**config.mk**
```make
export PLATFORM = sky130hd
export DESIGN_NAME = bos_iou_unit
export DESIGN_NICKNAME = d
export VERILOG_FILES = /design/src/hdl/box_overlap_suppression_defines.svh /design/src/hdl/bos_pkg.sv /design/src/hdl/bos_iou_unit.sv
export SDC_FILE = /design/constraint.sdc
export NUM_CORES = 2
export LEC_CHECK = 0
export BUFFER_PORTS_ARGS = -buffer_cell sky130_fd_sc_hd__buf_2
export CORE_MARGIN = 2
export CORE_UTILIZATION = 70
export DETAILED_ROUTE_END_ITERATION = 7
export HOLD_SLACK_MARGIN = 0.02
export PLACE_DENSITY = 0.9
export REMOVE_ABC_BUFFERS = 1
export SLEW_MARGIN = 20
export SYNTH_ARGS = -nofsm -noshare
export SYNTH_HDL_FRONTEND = slang
export SYNTH_SLANG_ARGS = --single-unit
```
**constraint.sdc**
```tcl
create_clock -name clk -period 21.4 [get_ports clk]
set_input_delay 2.14 -clock clk [delete_from_list [all_inputs] [get_ports clk]]
set_output_delay 2.14 -clock clk [all_outputs]
set_load 0.005 [all_outputs]
```
**src/hdl/box_overlap_suppression_defines.svh**
```systemverilog
// assertion macros for the box overlap suppression block
// expects a clock named clk and a synchronous reset named rst in the using module
`ifndef BOX_OVERLAP_SUPPRESSION_DEFINES_SVH
`define BOX_OVERLAP_SUPPRESSION_DEFINES_SVH

// property checked every cycle outside reset
`define BOS_ASSERT(label, prop, msg) \
  label: assert property (@(posedge clk) disable iff (rst) prop) else $error(msg);

// condition in one cycle implies a result in the next
`define BOS_ASSERT_NEXT(label, cond, prop, msg) \
  label: assert property (@(posedge clk) disable iff (rst) (cond) |=> (prop)) else $error(msg);

`endif

```
**src/hdl/bos_pkg.sv**
```systemverilog
// shared types and constants for the box overlap suppression block
// no dependencies
`default_nettype none

package bos_pkg;

  localparam int FIELD_W    = 16;
  localparam int THR_W      = 17;
  localparam int FRAC_SHIFT = 16;
  localparam logic [THR_W-1:0] THR_RESET = 17'd32768;

  typedef enum logic [1:0] {
    S_IDLE,
    S_AREA,
    S_SCAN,
    S_RESULT
  } bos_state_t;

  typedef struct packed {
    logic valid;
    logic flush;
  } bos_cmp_ctrl_t;

  typedef struct packed {
    logic busy;
    logic hit;
  } bos_cmp_stat_t;

endpackage

`default_nettype wire

```
**src/hdl/bos_iou_unit.sv**
```systemverilog
// pipelined overlap compare: one kept box against the new box per cycle
// depends on bos_pkg
`default_nettype none

module bos_iou_unit
  import bos_pkg::*;
#(
  parameter int CW = 16
) (
  input  wire logic                  clk,
  input  wire logic                  rst,
  input  wire bos_cmp_ctrl_t         ctrl,
  input  wire logic [THR_W-1:0]      thr,
  input  wire logic [CW-1:0]         kl,
  input  wire logic [CW-1:0]         kt,
  input  wire logic [CW-1:0]         kr,
  input  wire logic [CW-1:0]         kb,
  input  wire logic [2*CW:0]         karea,
  input  wire logic [CW-1:0]         bl,
  input  wire logic [CW-1:0]         bt,
  input  wire logic [CW-1:0]         br,
  input  wire logic [CW-1:0]         bb,
  input  wire logic [2*CW:0]         barea,
  output bos_cmp_stat_t              stat
);

  localparam int AREAW = 2 * CW + 1;
  localparam int UNIW  = AREAW + 1;
  localparam int PW    = THR_W + UNIW;

  logic [CW-1:0]     x1, y1, x2, y2;
  logic [CW:0]       sw, sh;
  logic [AREAW-1:0]  inter_prod;
  logic [UNIW-1:0]   uni;
  logic [PW-1:0]     rhs_prod;

  logic              va;
  logic [AREAW-1:0]  inter_a;
  logic [UNIW-1:0]   sum_a;
  logic              vb;
  logic              zero_b;
  logic [PW-1:0]     lhs_b;
  logic [PW-1:0]     rhs_b;

  // intersection corners and spans
  always_comb begin
    x1 = (kl > bl) ? kl : bl;
    y1 = (kt > bt) ? kt : bt;
    x2 = (kr < br) ? kr : br;
    y2 = (kb < bb) ? kb : bb;
    sw = (x2 >= x1) ? ({1'b0, x2} - {1'b0, x1} + 1'b1) : '0;
    sh = (y2 >= y1) ? ({1'b0, y2} - {1'b0, y1} + 1'b1) : '0;
    inter_prod = AREAW'(sw) * AREAW'(sh);
    uni = sum_a - {1'b0, inter_a};
    rhs_prod = PW'(thr) * PW'(uni);
  end

  always_ff @(posedge clk) begin
    if (rst) begin
      va <= 1'b0;
      vb <= 1'b0;
    end else begin
      va <= ctrl.valid && !ctrl.flush;
      vb <= va && !ctrl.flush;
    end
  end

  always_ff @(posedge clk) begin
    inter_a <= inter_prod;
    sum_a   <= {1'b0, karea} + {1'b0, barea};
    zero_b  <= (uni == '0);
    lhs_b   <= PW'(inter_a) << FRAC_SHIFT;
    rhs_b   <= rhs_prod;
  end

  assign stat.busy = va || vb;
  assign stat.hit  = vb && !zero_b && (lhs_b >= rhs_b);

endmodule

`default_nettype wire

```
==> impl_metrics.json <==
{
  "synth_cell_types": 70,
  "fin_tns_setup_ns": 0,
  "min-delay-start": "inter_a[23]$_DFF_P_",
  "max_slew.worst_pin.slew_ns": 1.17,
  "wl_um": 99500,
  "drive_gt1_frac": 0.0759,
  "slew_violations": 0,
  "grt_pass1_wl_um": 164000,
  "hold_viol": 0,
  "die_y_um": 240,
  "fin_crit_sh": 0.627,
  "finalSetupViolCount": 0,
  "cp.arrival_ns": 13.75,
  "synth_mux_area_frac": 0.0203,
  "die_w_um": 240,
  "area_growth_pct": 6.29,
  "cp_max_fo": 19,
  "ff2ff_path_depth": 31,
  "min_period_ns": 13.42,
  "io_buffers": 216,
  "fp-row-count": 86,
  "path_clk_slew_ns": 0.06,
  "coreArea_um2": 55100,
  "yosys_most_used_dff": "dfxtp_1",
  "cts.sinks": 154,
  "route.detailed.drc": 0,
  "slowest_stage": "nor2b_1",
  "yosysMostFrequentCell": "inv_1",
  "pin_count": 217,
  "antenna_found_initial": 0,
  "synthSimpleGateAreaFrac": 0.153,
  "dr_wl_met2_um": 48600,
  "maxCapViolCount": 0,
  "grt.overflow.total": 0,
  "grt_pass1_vias": 34027,
  "htree_levels": 4,
  "ys_seq_elements": 154,
  "slowest_delay_ns": 0.79,
  "critPathBufInv": 7,
  "cp.depth": 46,
  "met3_length_um": 9090,
  "synth_top_area_share": 0.370,
  "synth_xor_area_frac": 0.0362,
  "routedWlPerCell_um": 18.5,
  "crit_top_cell": "fa_1",
  "syn_area_um2": 38900,
  "gp_congestion": 1.06,
  "postCtsHoldBufs": 0,
  "grt_max_degree": 39,
  "min_path_cells": 0,
  "r2r_slack_ns": 11.18,
  "rsz0062_at_grt": "no",
  "synth_top_family_by_area": "adder cells",
  "reg2reg_from": "inter_a[1]$_DFF_P_",
  "status": "complete, no violations",
  "drtIter0Drc": 2315,
  "clk_path_buf_depth": 2,
  "grt_use_total": 0.361,
  "cts_setup_buffers": 0,
  "seq_area_frac_synth": 0.0792,
  "crit_type": "input pin to flip-flop",
  "dp_hpwl_um": 82200,
  "clk_latency_ns": 0.44,
  "synth_common_cells": "inv_1 (939), fa_1 (720), nand2_1 (684)",
  "post_drt_via_cell_ratio": 5.83,
  "highest_layer": "met4",
  "cts-root-buf": "clkbuf_16",
  "m1WireLength_um": 36700,
  "critPathCaptureType": "flip-flop",
  "syn-mean-instance-area_um2": 8.64,
  "min_path_type": "flip-flop to flip-flop",
  "min_to": "lhs_b[39]$_DFF_P_",
  "cts_resized": 0,
  "cts_tree": "done",
  "max_slew_margin": 0.217,
  "postRouteAntennaNets": 0,
  "firstDrtPassIters": 6,
  "cts_buffers": 17,
  "async_flop_share": 0,
  "vias": 31437,
  "yosys.area_share.adder": 0.517,
  "start_kind": "input pin",
  "required_ns": 21.72,
  "crit_family": "compound AO/OA/AOI/OAI gates",
  "synth_compound_area_frac": 0.0885,
  "synth_top_area_cell": "fa_1",
  "synth_area_leaders": "fa_1 (37%), ha_1 (15%), inv_1 (9.1%)",
  "max_freq_mhz": 74.5,
  "nNetsFinal": 6018,
  "synth_edf_count": 0,
  "die_area_um2": 57500,
  "synth_warnings": 0,
  "skew_ns": 0.00971,
  "initial_utilization": 0.707,
  "syn_inst": 4508,
  "r2r-end": "rhs_b[49]$_DFF_P_",
  "n_antenna_cell": 0
}
## layout by cell type, fill, tap and decap left out, drive strengths merged, types with 68 or more instances in the layout
master / instances
a21oi: 160
ha: 456
buf: 263
nor2: 193
nand2: 684
and2: 157
o21ai: 92
nor2b: 68
inv: 946
fa: 720
xnor2: 114
a21o: 113
dfxtp: 154
## layer usage
| layer | GRT usage | vias up |
|---|---|---|
| met1 | 0.426 | 15362 |
| met5 | 0 | - |
| met2 | 0.630 | 1560 |
| li1 | - | 14141 |
| met3 | 0.0759 | 374 |
| met4 | 0.175 | 0 |
## through the flow
step           setup slack (ns)  hold WS, ns  area [um^2]  utilization  std cells
2_1_floorplan              7.19        0.331        38300            -       4345
3_3_place_gp               7.95        0.334        40800        0.740       5356
3_5_place_dp               7.68        0.341        40800        0.740       5356
4_1_cts                    8.09        0.350        41400        0.751       5388
5_1_grt                    7.29        0.354        41400        0.751       5388
6_report                   7.98        0.347        41400        0.751       5388
## flip-flops by register name, summed over array words and instances (netlist names)
name / cells
zero_b: 1
lhs_b: 33
va: 1
inter_a: 33
vb: 1
rhs_b: 51
sum_a: 34
## how the worst max path moves through the flow
stage,start,endpoint
2_1_floorplan,bb[1],inter_a[25]$_DFF_P_
3_3_place_gp,bb[1],inter_a[25]$_DFF_P_
3_5_place_dp,bb[1],inter_a[25]$_DFF_P_
4_1_cts,bb[1],inter_a[31]$_DFF_P_
5_1_grt,bb[1],inter_a[32]$_DFF_P_
6_report,bb[1],inter_a[32]$_DFF_P_
## cells by family after synthesis
logic type,after synthesis
flip-flops,154
multiplexers,75
XOR/XNOR,161
buffers and inverters,1102
AND/OR/NAND/NOR,1306
AO/OA/AOI/OAI,534
adder cells (fa/ha/maj),1176
## final cells by class
| cell class | count | area (um^2) |
|---|---|---|
| sequential | 154 | 3080 |
| clock inverter | 13 | 155 |
| timing repair buffer | 263 | 1430 |
| inverter | 939 | 3520 |
| fill | 3811 | 13700 |
| tap | 748 | 936 |
| clock buffer | 19 | 443 |
| multi-input combinational | 3252 | 31800 |
Power is left out: the tool's default activity adds up to more than one toggle a clock period on the data nets, which glitch-free logic cannot reach.
